[src/hdl/ipsp_pkg.sv]
// Package for the IPS patch stream parser: field widths, result and error codes,
// parse phase types, the result record and the header byte table.
// Used by every module of the block; depends on nothing.
`default_nettype none

package ipsp_pkg;

    localparam int unsigned ADDR_W  = 24;
    localparam int unsigned SIZE_W  = 16;
    localparam int unsigned LEN_W   = 25;
    localparam int unsigned BYTE_W  = 8;
    localparam int unsigned CNT_W   = 3;
    localparam int unsigned SEEN_W  = 4;

    localparam logic [SEEN_W-1:0] MIN_STREAM = 4'd8;
    localparam logic [ADDR_W-1:0] EOF_MARK   = 24'h454F46;
    localparam logic [CNT_W-1:0]  HDR_LAST   = 3'd4;

    localparam int unsigned FIFO_DEPTH = 4;
    localparam int unsigned PTR_W      = $clog2(FIFO_DEPTH);
    localparam int unsigned FCNT_W     = $clog2(FIFO_DEPTH + 1);

    typedef enum logic [1:0] {
        KIND_WRITE = 2'd0,
        KIND_FILL  = 2'd1,
        KIND_OK    = 2'd2,
        KIND_ERROR = 2'd3
    } kind_t;

    typedef enum logic [1:0] {
        ERR_NONE      = 2'd0,
        ERR_HEADER    = 2'd1,
        ERR_TRUNCATED = 2'd2,
        ERR_FOOTER    = 2'd3
    } err_t;

    typedef enum logic [5:0] {
        PH_HEADER = 6'b000001,
        PH_OFFSET = 6'b000010,
        PH_SIZE   = 6'b000100,
        PH_RUNLEN = 6'b001000,
        PH_RUNVAL = 6'b010000,
        PH_DATA   = 6'b100000
    } phase_t;

    typedef enum logic [2:0] {
        EE_RUNNING = 3'b001,
        EE_BADHDR  = 3'b010,
        EE_EOFSEEN = 3'b100
    } ee_t;

    typedef struct packed {
        kind_t              kind;
        logic [ADDR_W-1:0]  address;
        logic [BYTE_W-1:0]  value;
        logic [SIZE_W-1:0]  run_length;
        logic [LEN_W-1:0]   new_length;
        err_t               error_code;
        logic               last_of_run;
    } result_t;

    typedef struct packed {
        logic [FCNT_W-1:0] count;
        logic              empty;
        logic              no_room;
    } fifo_status_t;

    function automatic logic [BYTE_W-1:0] header_char(input logic [CNT_W-1:0] idx);
        logic [BYTE_W-1:0] c;
        c = 8'h00;
        unique case (idx)
            3'd0:    c = 8'h50;
            3'd1:    c = 8'h41;
            3'd2:    c = 8'h54;
            3'd3:    c = 8'h43;
            3'd4:    c = 8'h48;
            default: c = 8'h00;
        endcase
        return c;
    endfunction

endpackage

`default_nettype wire

[src/hdl/ipsp_parser.sv]
// Parse state of the IPS stream and the per-byte update that yields up to two results.
// Depends on ipsp_pkg.
`default_nettype none

module ipsp_parser (
    input  wire logic                         clk,
    input  wire logic                         rst_n,
    input  wire logic                         step,
    input  wire logic [ipsp_pkg::BYTE_W-1:0]  patch_byte,
    input  wire logic                         final_byte,
    input  wire logic [ipsp_pkg::ADDR_W-1:0]  base_length,
    output ipsp_pkg::result_t [1:0]           slots,
    output logic [1:0]                        num_results
);

    ipsp_pkg::phase_t              phase_reg, phase_next;
    ipsp_pkg::ee_t                 ee_reg, ee_next;
    logic [ipsp_pkg::CNT_W-1:0]    fc_reg, fc_next;
    logic [ipsp_pkg::ADDR_W-1:0]   ro_reg, ro_next;
    logic [ipsp_pkg::SIZE_W-1:0]   rs_reg, rs_next;
    logic [ipsp_pkg::SIZE_W-1:0]   bl_reg, bl_next;
    logic [ipsp_pkg::ADDR_W-1:0]   wa_reg, wa_next;
    logic [ipsp_pkg::LEN_W-1:0]    len_reg, len_next;
    logic [ipsp_pkg::ADDR_W-1:0]   tail_reg, tail_next;
    logic [ipsp_pkg::SEEN_W-1:0]   seen_reg, seen_next;

    logic [ipsp_pkg::LEN_W-1:0]    len_cur;
    logic [ipsp_pkg::SIZE_W-1:0]   addend;
    logic [ipsp_pkg::LEN_W-1:0]    end_sum;
    logic [ipsp_pkg::SIZE_W-1:0]   bl_dec;
    logic                          op_valid;
    ipsp_pkg::result_t             op_res;
    ipsp_pkg::result_t             st_res;
    ipsp_pkg::err_t                err;

    always_comb
    begin
        len_cur   = (seen_reg == '0) ? {1'b0, base_length} : len_reg;
        seen_next = (seen_reg < ipsp_pkg::MIN_STREAM) ? seen_reg + 4'd1 : seen_reg;
        tail_next = {tail_reg[15:0], patch_byte};

        phase_next = phase_reg;
        ee_next    = ee_reg;
        fc_next    = fc_reg;
        ro_next    = ro_reg;
        rs_next    = rs_reg;
        bl_next    = bl_reg;
        wa_next    = wa_reg;
        len_next   = len_cur;
        bl_dec     = bl_reg - 16'd1;

        addend  = (phase_reg == ipsp_pkg::PH_SIZE) ? {rs_reg[7:0], patch_byte} : bl_reg;
        end_sum = {1'b0, ro_reg} + {9'd0, addend};

        op_valid = 1'b0;
        op_res   = '0;

        if (ee_reg == ipsp_pkg::EE_RUNNING)
        begin
            unique case (phase_reg)
                ipsp_pkg::PH_HEADER:
                begin
                    if (fc_reg > ipsp_pkg::HDR_LAST ||
                        patch_byte != ipsp_pkg::header_char(fc_reg))
                    begin
                        ee_next = ipsp_pkg::EE_BADHDR;
                    end
                    else if (fc_reg == ipsp_pkg::HDR_LAST)
                    begin
                        phase_next = ipsp_pkg::PH_OFFSET;
                        fc_next    = '0;
                        ro_next    = '0;
                    end
                    else
                    begin
                        fc_next = fc_reg + 3'd1;
                    end
                end
                ipsp_pkg::PH_OFFSET:
                begin
                    ro_next = {ro_reg[15:0], patch_byte};
                    fc_next = fc_reg + 3'd1;
                    if (fc_reg >= 3'd2)
                    begin
                        fc_next = '0;
                        if (ro_next == ipsp_pkg::EOF_MARK)
                        begin
                            ee_next = ipsp_pkg::EE_EOFSEEN;
                        end
                        else
                        begin
                            phase_next = ipsp_pkg::PH_SIZE;
                            rs_next    = '0;
                        end
                    end
                end
                ipsp_pkg::PH_SIZE:
                begin
                    rs_next = {rs_reg[7:0], patch_byte};
                    fc_next = fc_reg + 3'd1;
                    if (fc_reg >= 3'd1)
                    begin
                        fc_next = '0;
                        if (rs_next != '0)
                        begin
                            if (end_sum > len_cur)
                            begin
                                len_next = end_sum;
                            end
                            bl_next    = rs_next;
                            wa_next    = ro_reg;
                            phase_next = ipsp_pkg::PH_DATA;
                        end
                        else
                        begin
                            bl_next    = '0;
                            phase_next = ipsp_pkg::PH_RUNLEN;
                        end
                    end
                end
                ipsp_pkg::PH_RUNLEN:
                begin
                    bl_next = {bl_reg[7:0], patch_byte};
                    fc_next = fc_reg + 3'd1;
                    if (fc_reg >= 3'd1)
                    begin
                        fc_next    = '0;
                        phase_next = ipsp_pkg::PH_RUNVAL;
                    end
                end
                ipsp_pkg::PH_RUNVAL:
                begin
                    if (end_sum > len_cur)
                    begin
                        len_next = end_sum;
                    end
                    op_valid           = 1'b1;
                    op_res.kind        = ipsp_pkg::KIND_FILL;
                    op_res.address     = ro_reg;
                    op_res.value       = patch_byte;
                    op_res.run_length  = bl_reg;
                    op_res.new_length  = len_next;
                    op_res.error_code  = ipsp_pkg::ERR_NONE;
                    phase_next         = ipsp_pkg::PH_OFFSET;
                    fc_next            = '0;
                    ro_next            = '0;
                end
                ipsp_pkg::PH_DATA:
                begin
                    op_valid           = 1'b1;
                    op_res.kind        = ipsp_pkg::KIND_WRITE;
                    op_res.address     = wa_reg;
                    op_res.value       = patch_byte;
                    op_res.run_length  = '0;
                    op_res.new_length  = len_cur;
                    op_res.error_code  = ipsp_pkg::ERR_NONE;
                    wa_next            = wa_reg + 24'd1;
                    bl_next            = bl_dec;
                    if (bl_dec == '0)
                    begin
                        phase_next = ipsp_pkg::PH_OFFSET;
                        fc_next    = '0;
                        ro_next    = '0;
                    end
                end
                default:
                begin
                    phase_next = ipsp_pkg::PH_HEADER;
                end
            endcase
        end

        priority if (seen_next < ipsp_pkg::MIN_STREAM)
            err = ipsp_pkg::ERR_FOOTER;
        else if (ee_next == ipsp_pkg::EE_BADHDR)
            err = ipsp_pkg::ERR_HEADER;
        else if (tail_next != ipsp_pkg::EOF_MARK)
            err = ipsp_pkg::ERR_FOOTER;
        else if (ee_next == ipsp_pkg::EE_EOFSEEN)
            err = ipsp_pkg::ERR_NONE;
        else if (phase_next == ipsp_pkg::PH_OFFSET && fc_next == '0)
            err = ipsp_pkg::ERR_FOOTER;
        else
            err = ipsp_pkg::ERR_TRUNCATED;

        st_res             = '0;
        st_res.kind        = (err == ipsp_pkg::ERR_NONE) ? ipsp_pkg::KIND_OK
                                                         : ipsp_pkg::KIND_ERROR;
        st_res.new_length  = len_next;
        st_res.error_code  = err;
        st_res.last_of_run = 1'b1;

        op_res.last_of_run = !final_byte;

        slots[1] = st_res;
        if (op_valid)
        begin
            slots[0] = op_res;
        end
        else
        begin
            slots[0] = st_res;
        end
        num_results = step ? ({1'b0, op_valid} + {1'b0, final_byte}) : 2'd0;
    end

    always_ff @(posedge clk or negedge rst_n)
    begin
        if (!rst_n)
        begin
            phase_reg <= ipsp_pkg::PH_HEADER;
            ee_reg    <= ipsp_pkg::EE_RUNNING;
            fc_reg    <= '0;
            ro_reg    <= '0;
            rs_reg    <= '0;
            bl_reg    <= '0;
            wa_reg    <= '0;
            len_reg   <= '0;
            tail_reg  <= '0;
            seen_reg  <= '0;
        end
        else if (step)
        begin
            if (final_byte)
            begin
                phase_reg <= ipsp_pkg::PH_HEADER;
                ee_reg    <= ipsp_pkg::EE_RUNNING;
                fc_reg    <= '0;
                ro_reg    <= '0;
                rs_reg    <= '0;
                bl_reg    <= '0;
                wa_reg    <= '0;
                len_reg   <= '0;
                tail_reg  <= '0;
                seen_reg  <= '0;
            end
            else
            begin
                phase_reg <= phase_next;
                ee_reg    <= ee_next;
                fc_reg    <= fc_next;
                ro_reg    <= ro_next;
                rs_reg    <= rs_next;
                bl_reg    <= bl_next;
                wa_reg    <= wa_next;
                len_reg   <= len_next;
                tail_reg  <= tail_next;
                seen_reg  <= seen_next;
            end
        end
    end

endmodule

`default_nettype wire

[src/hdl/ipsp_out_fifo.sv]
// Result queue of the IPS parser: takes up to two results a cycle, hands out one.
// Depends on ipsp_pkg.
`default_nettype none

module ipsp_out_fifo (
    input  wire logic                     clk,
    input  wire logic                     rst_n,
    input  ipsp_pkg::result_t [1:0]       push_data,
    input  wire logic [1:0]               push_count,
    input  wire logic                     pop,
    output ipsp_pkg::result_t             head,
    output ipsp_pkg::fifo_status_t        status
);

    ipsp_pkg::result_t                 entry_reg [ipsp_pkg::FIFO_DEPTH];
    logic [ipsp_pkg::PTR_W-1:0]        wr_ptr_reg, wr_ptr_next;
    logic [ipsp_pkg::PTR_W-1:0]        rd_ptr_reg, rd_ptr_next;
    logic [ipsp_pkg::FCNT_W-1:0]       count_reg, count_next;
    logic [ipsp_pkg::PTR_W-1:0]        wr_ptr_plus;
    logic                              do_pop;

    always_comb
    begin
        do_pop      = pop && (count_reg != '0);
        wr_ptr_plus = wr_ptr_reg + ipsp_pkg::PTR_W'(1);
        wr_ptr_next = wr_ptr_reg + push_count[ipsp_pkg::PTR_W-1:0];
        rd_ptr_next = do_pop ? rd_ptr_reg + ipsp_pkg::PTR_W'(1) : rd_ptr_reg;
        count_next  = count_reg + ipsp_pkg::FCNT_W'(push_count)
                      - ipsp_pkg::FCNT_W'(do_pop);

        head           = entry_reg[rd_ptr_reg];
        status.count   = count_reg;
        status.empty   = (count_reg == '0);
        status.no_room = (count_reg > ipsp_pkg::FCNT_W'(ipsp_pkg::FIFO_DEPTH - 2));
    end

    always_ff @(posedge clk)
    begin
        if (push_count != 2'd0)
        begin
            entry_reg[wr_ptr_reg] <= push_data[0];
        end
        if (push_count == 2'd2)
        begin
            entry_reg[wr_ptr_plus] <= push_data[1];
        end
    end

    always_ff @(posedge clk or negedge rst_n)
    begin
        if (!rst_n)
        begin
            wr_ptr_reg <= '0;
            rd_ptr_reg <= '0;
            count_reg  <= '0;
        end
        else
        begin
            wr_ptr_reg <= wr_ptr_next;
            rd_ptr_reg <= rd_ptr_next;
            count_reg  <= count_next;
        end
    end

endmodule

`default_nettype wire

[src/hdl/ips_patch_stream_parser_core.sv]
// Top level of the IPS patch stream parser: configuration register, parser and result queue.
// Depends on ipsp_pkg, ipsp_parser and ipsp_out_fifo.
//
//   Channel   Direction  Handshake              Payload
//   patch     in         patch_valid/stall      patch_byte, final_byte
//   result    out        result_valid/stall     kind, address, value, run_length,
//                                               new_length, error_code, last_of_run
//   cfg       in         cfg_valid/cfg_ready    cfg_data (base_length)
//
// One patch byte is taken per cycle while patch_stall is low; its results enter a
// four-entry queue at the same edge and the first of them can be taken in the next cycle.
// A byte yields up to two results, so output drains at one result per cycle while
// result_stall is low, and a burst of final bytes is limited by that single output port.
// Input stalls while the queue holds more than two results; there is no clearing pass.
// Reset returns the parser to the header phase and clears base_length to zero.
`default_nettype none

module ips_patch_stream_parser_core (
    input  wire logic                         clk,
    input  wire logic                         rst_n,
    input  wire logic                         patch_valid,
    output logic                              patch_stall,
    input  wire logic [ipsp_pkg::BYTE_W-1:0]  patch_byte,
    input  wire logic                         final_byte,
    output logic                              result_valid,
    input  wire logic                         result_stall,
    output logic [1:0]                        kind,
    output logic [ipsp_pkg::ADDR_W-1:0]       address,
    output logic [ipsp_pkg::BYTE_W-1:0]       value,
    output logic [ipsp_pkg::SIZE_W-1:0]       run_length,
    output logic [ipsp_pkg::LEN_W-1:0]        new_length,
    output logic [1:0]                        error_code,
    output logic                              last_of_run,
    input  wire logic                         cfg_valid,
    output logic                              cfg_ready,
    input  wire logic [ipsp_pkg::ADDR_W-1:0]  cfg_data
);

    logic [ipsp_pkg::ADDR_W-1:0]  base_length_reg;
    logic                         step;
    ipsp_pkg::result_t [1:0]      slots;
    logic [1:0]                   num_results;
    ipsp_pkg::result_t            head;
    ipsp_pkg::fifo_status_t       fifo_status;

    assign cfg_ready   = 1'b1;
    assign patch_stall = fifo_status.no_room;
    assign step        = patch_valid && !patch_stall;

    always_ff @(posedge clk or negedge rst_n)
    begin
        if (!rst_n)
        begin
            base_length_reg <= '0;
        end
        else if (cfg_valid && cfg_ready)
        begin
            base_length_reg <= cfg_data;
        end
    end

    ipsp_parser u_parser (
        .clk         (clk),
        .rst_n       (rst_n),
        .step        (step),
        .patch_byte  (patch_byte),
        .final_byte  (final_byte),
        .base_length (base_length_reg),
        .slots       (slots),
        .num_results (num_results)
    );

    ipsp_out_fifo u_out_fifo (
        .clk        (clk),
        .rst_n      (rst_n),
        .push_data  (slots),
        .push_count (num_results),
        .pop        (result_valid && !result_stall),
        .head       (head),
        .status     (fifo_status)
    );

    assign result_valid = !fifo_status.empty;
    assign kind         = head.kind;
    assign address      = head.address;
    assign value        = head.value;
    assign run_length   = head.run_length;
    assign new_length   = head.new_length;
    assign error_code   = head.error_code;
    assign last_of_run  = head.last_of_run;

    a_final_gives_result: assert property (@(posedge clk) disable iff (!rst_n)
        (patch_valid && !patch_stall && final_byte) |=> result_valid)
        else $error("final byte transaction left no result queued");

    a_pair_follows: assert property (@(posedge clk) disable iff (!rst_n)
        (result_valid && !result_stall && !last_of_run) |=> result_valid)
        else $error("second result of a byte missing after the first was taken");

    a_ok_is_clean: assert property (@(posedge clk) disable iff (!rst_n)
        (result_valid && kind == ipsp_pkg::KIND_OK) |->
        (error_code == ipsp_pkg::ERR_NONE && last_of_run))
        else $error("finished result carries an error code or is not last");

    a_queue_bound: assert property (@(posedge clk) disable iff (!rst_n)
        fifo_status.count <= ipsp_pkg::FCNT_W'(ipsp_pkg::FIFO_DEPTH))
        else $error("result queue overflow");

endmodule

`default_nettype wire
[config.mk]
export PLATFORM = sky130hd
export DESIGN_NAME = ips_patch_stream_parser_core
export DESIGN_NICKNAME = d
export VERILOG_FILES = /design/src/hdl/ipsp_pkg.sv /design/src/hdl/ipsp_parser.sv /design/src/hdl/ipsp_out_fifo.sv /design/src/hdl/ips_patch_stream_parser_core.sv
export SDC_FILE = /design/constraint.sdc
export NUM_CORES = 1
export LEC_CHECK = 0
export ABC_CLOCK_PERIOD_IN_PS = 16000
export BUFFER_PORTS_ARGS = -buffer_cell sky130_fd_sc_hd__buf_4
export CORE_ASPECT_RATIO = 1.1
export CORE_MARGIN = 4
export CORE_UTILIZATION = 50
export CTS_CLUSTER_SIZE = 10
export DETAILED_ROUTE_END_ITERATION = 6
export GPL_TIMING_DRIVEN = 0
export PLACE_DENSITY = 0.74
export SLEW_MARGIN = 10
export SYNTH_ARGS = -nofsm -noshare
export SYNTH_HDL_FRONTEND = slang
export SYNTH_SLANG_ARGS = --single-unit
[constraint.sdc]
create_clock -name clk -period 16 [get_ports clk]
set_clock_uncertainty 0.2 [all_clocks]
set_input_delay 3.2 -clock clk [delete_from_list [all_inputs] [get_ports clk]]
set_output_delay 3.2 -clock clk [all_outputs]
set_load 0.02 [all_outputs]
### After elaboration in Yosys (flattened, before gate mapping)

Memory sizes are Yosys's and may differ from the RTL's.
Index checks and enable logic that the tools add are counted.

* bits in latches: 0
* RAM bits: 312
* input port bits: 38
* bits in read-only memories: 0
* bits in registers: 160
* memories kept: 1

* bitwise operators: 0
* equal/unequal tests: 25
* multiply operators: 0
* shift operators: 0
* divide/modulo/power cells: 0
* muxes and demuxes: 76
* reductions and logical operators: 29
* $add $sub $neg: 11
* order comparisons: 7

Memories
* u_out_fifo.entry_reg: depth 4, bits a word 78, read ports 1, clocked after Yosys merged registers in 0, write ports 2, line ipsp_out_fifo.sv:15 `ipsp_pkg::result_t entry_reg [ipsp_pkg::FIFO_DEPTH];`

Operators by type and width (number)
* 2-to-1 mux 24 bit: 9
* case mux 76 bit (2 select lines): 1
* 2-to-1 mux 25 bit: 6
* 2-to-1 mux 16 bit: 6
* case mux 24 bit (4 select lines): 1
* 2-to-1 mux 78 bit: 1
* 2-to-1 mux 77 bit: 1
* 2-to-1 mux 6 bit: 10
* case mux 25 bit (2 select lines): 1
* 2-to-1 mux 8 bit: 6
* case mux 16 bit (3 select lines): 1
* case mux 24 bit (2 select lines): 1
* 2-to-1 mux 3 bit: 12
* case mux 6 bit (6 select lines): 1
* case mux 7 bit (5 select lines): 1
* adder 24 x 16 -> 25 bit: 1
* greater-than comparator 25 bit: 1
* adder 24 x 1 -> 24 bit, second input constant: 1
* == test 24 x 23 -> 1 bit, second input constant: 1
* != test 24 x 23 -> 1 bit, second input constant: 1
* logical NOT 16 bit: 1
* case mux 8 bit (2 select lines): 1
* nonzero test 16 bit: 1
* subtractor 16 x 1 -> 16 bit, second input constant: 1
* 44 further kinds: 81

### Longest topological paths before layout

* depth after elaboration: 19
* gate-level depth with buffers: 26
* depth with buffers taken out: 21

### Cells and area by module

From an unflattened synthesis, not the netlist that was laid out.

* cells, all modules: 2263
* area total of the unflattened synthesis: 27302.4 µm²

Modules (own cells, without submodules)
* ipsp_out_fifo: cells an instance 801, times used 1, seq. area each 9544.2 µm², area an instance 15449.8 µm²
* ipsp_parser: cells an instance 1406, times used 1, seq. area each 3230.6 µm², area an instance 10830.4 µm²
* ips_patch_stream_parser_core: cells an instance 56, times used 1, seq. area each 600.6 µm², area an instance 1022.2 µm²

### Least setup slack after synthesis

Ideal clock, no wire load.

* kind: in2reg
* start point: in patch_byte[0] in the netlist's numbering
* end point: mem u_out_fifo.entry_reg[0][18] in the netlist's numbering (data pin)
* arrival: 7.773 ns
* path buffers: 2
* stages: 21
* slack: 7.761 ns
* path through: clkbuf_1 > nand2_1 > o21ai_0 > ha_1 > fa_1 > a21oi_1 > o211a_1 > o21ai_0 > a211oi_1 > or3_1 > nand2_1 > ha_1 > nand4_1 > nor4_1 > o221ai_1 > nand4_1 > clkbuf_1 > nand2_1 > o22ai_1 > mux2i_1 > nor2_1

RTL lines
* start: declaration: line ips_patch_stream_parser_core.sv:23 `input wire logic [ipsp_pkg::BYTE_W-1:0] patch_byte,`
* end: declaration: line ipsp_out_fifo.sv:15

==> impl_metrics.json <==
{
  "worstPathMaxFanout": 10,
  "synth-edff-count": 112,
  "rows": 83,
  "p_total_mw": 3.90,
  "clk_latency_ns": 0.63,
  "syn_to_final_growth_pct": 13.9,
  "finalMaxSlewViolations": 0,
  "routed-via-count": 20892,
  "startpoint_type": "input port",
  "synthArstFlopShare": 0.339,
  "hold_class": "flip-flop to flip-flop",
  "path_buf_inv": 5,
  "r2r_setup_slack_ns": 6.89,
  "layout.nets": 2632,
  "final_cell_mix": "nand2_1 (270), nor2_1 (226), dfxtp_1 (200), clkbuf_1 (196), dfrtp_1 (158)",
  "cts_buffers": 55,
  "gp_congestion": 0.986,
  "fin_crit_sh": 0.626,
  "cellLeakagePower_nw": 10.7,
  "die_height_um": 237,
  "synth-seq-area-share": 0.477,
  "final_cells": 3204,
  "antenna_found_initial": 0,
  "cp_top_family": "compound AO/OA/AOI/OAI gates",
  "grt_pass1_vias": 20450,
  "cts_sinks": 472,
  "drt-total-wl_um": 79600,
  "fin_crit_ns": 10.02,
  "relSlewSlack": 0.128,
  "drive_gt1_frac": 0.127,
  "max_freq_mhz": 99.8,
  "clk_pin_slew_ns": 0.06,
  "hold_viol_final": 0,
  "synth.ff_latch_count": 472,
  "ys_types": 79,
  "crit_path_max_incr_delay_ns": 1.09,
  "synth_fp_nets": 2458,
  "crit_chain": "buf_4 > clkbuf_1 > nand2_1 > nand2_1 > ha_1 > clkbuf_1 > nor2_1 > nor4_1 > a21o_1 > a2111oi_0 > a2111oi_0 > inv_1 > ha_1 > nand4_1 > nor4_1 > o221ai_1 > nand4_1 > clkbuf_1 > nand2_1 > o22ai_1 > mux2i_1 > nor2_1",
  "ios": 119,
  "fillerInstances": 4003,
  "cp-end-kind": "flip-flop",
  "path_class": "input port to flip-flop",
  "syn_area_mm2": 0.0238,
  "cts_setup_buffers": 0,
  "routed_via_density": 6.52,
  "ant_nets": 0,
  "core_area_mm2": 0.0469,
  "syn_area_per_cell_um2": 10.1,
  "multi_input_area_mm2": 0.0115,
  "arrival_ns": 10.15,
  "grt_setup_unrepaired": "no",
  "grt_max_degree": 87,
  "first_pass_iters": 7,
  "setup_tns_ns": 0,
  "drt_iter0_markers": 2707,
  "portBuffers": 116,
  "cp_slowest_cell": "a2111oi_0",
  "initial_core_util": 0.508,
  "powerDensity_mw_per_mm2": 144,
  "htreeDepth": 2,
  "hpwl_um": 57200,
  "insertedDiodeCount": 0,
  "stdcell_area_mm2": 0.0271,
  "maxCapViolations": 0,
  "grt_pass1_wl_um": 122000,
  "status": "complete, no violations",
  "utilization": 0.578,
  "register_area_mm2": 0.0114,
  "die_width_um": 216,
  "drc_errors": 0,
  "post_dp_cell_area_mm2": 0.0255,
  "ir_drop_mv": 0.0935,
  "max_slew.worst_pin.slew_ns": 1.28,
  "postSynthCellCount": 2360,
  "globalRouteTotalUtil": 0.302,
  "wl_per_cell_um": 24.8,
  "crit_required_ns": 16.13,
  "dp_cells": 3114,
  "finalSetupViolCount": 0,
  "dieArea_mm2": 0.0512,
  "cts_tree": "done",
  "clock-root-buffer": "clkbuf_16",
  "grt.overflow.total": 0,
  "cts-hold-fix-buffers": 0,
  "cts_buffer_depth": 3,
  "synthFlopType": "dfxtp_1",
  "largest_reg_flops": 312,
  "cts_resized": 0,
  "ys_warn_count": 0,
  "mostFrequentLayoutCell": "nand2_1"
}
[synthesized netlist by cell type (all sizes together) (19+ instances only)]
library cell / count / area share
o31ai: 24 / 0.0076
nand2: 270 / 0.043
nor2: 226 / 0.036
dfrtp: 158 / 0.17
edfxtp: 112 / 0.14
mux4: 78 / 0.074
a211oi: 25 / 0.0081
nor4: 19 / 0.0050
o21ai: 154 / 0.032
mux2i: 23 / 0.0097
ha: 58 / 0.030
nand3: 98 / 0.021
a32o: 77 / 0.032
inv: 49 / 0.0077
clkbuf: 170 / 0.027
nand3b: 19 / 0.0060
a21oi: 83 / 0.017
buf: 31 / 0.0061
a22o: 99 / 0.036
a22oi: 33 / 0.010
nand4: 22 / 0.0058
mux2: 36 / 0.017
nor3: 48 / 0.010
dfxtp: 200 / 0.17
[cells by family after synthesis]
kind of cell	share of synthesized area
XOR/XNOR	0.0118
multiplexers	0.100
buffers and inverters	0.0406
adder cells (fa/ha/maj)	0.0321
AO/OA/AOI/OAI	0.181
flip-flops	0.477
other	0.000157
AND/OR/NAND/NOR	0.157
[worst reg2reg max path: cells and delay by family (launching register included)]
family	cells	cell delay [ns]
fa+ha+maj	2	0.46
mux	2	0.64
simple gates	9	2.94
buf+inv	5	1.31
flops	1	0.38
compound gates	6	2.89
[layout make-up]
class / count / area share
Multi-Input combinational cell: 1638 / 0.424
Tap cell: 637 / 0.0294
Buffer: 201 / 0.0290
Sequential cell: 472 / 0.419
Clock buffer: 83 / 0.0558
Timing Repair Buffer: 117 / 0.0334
Inverter: 49 / 0.00678
Clock inverter: 7 / 0.00277
[metrics by stage]
stage | hold WS (ns) | setup slack [ns]
2_1_floorplan | 0.231 | 7.76
6_report | 0.253 | 5.98
4_1_cts | 0.253 | 6.18
3_3_place_gp | 0.239 | 5.57
5_1_grt | 0.271 | 5.51
3_5_place_dp | 0.244 | 5.62
[layer usage]
layer | track usage | part of all wire | wire, µm
met3 | 0.0615 | 0.088 | 7040
met5 | 0 | 0 | 0
met1 | 0.398 | 0.39 | 31400
met2 | 0.490 | 0.47 | 37200
met4 | 0.129 | 0.050 | 3970
[path summary, 6_finish.rpt]
kind / endpoint / startpoint / cells after the start
worst max-delay path: u_out_fifo.entry_reg[0][18] / patch_byte[6] / 22
worst max register to register: u_out_fifo.entry_reg[0][18] / u_parser.phase_reg[4] / 24
worst min-delay path: u_out_fifo.entry_reg[2][47] / u_out_fifo.entry_reg[2][47] / 2
worst min register to register: u_out_fifo.entry_reg[2][47] / u_out_fifo.entry_reg[2][47] / 2
min in group asynchronous: u_parser.tail_reg[7] / rst_n / 1
max in group asynchronous: u_parser.ro_reg[23] / rst_n / 2
[power breakdown]
| part | switching (mW) | internal (mW) | total, mW | leakage (nW) |
|---|---|---|---|---|
| clock network | 0.497 | 0.646 | 1.14 | 0.758 |
| logic | 0.897 | 0.468 | 1.36 | 5.12 |
| registers | 0.0604 | 1.33 | 1.39 | 4.80 |
(Power assumes the default switching activity.)
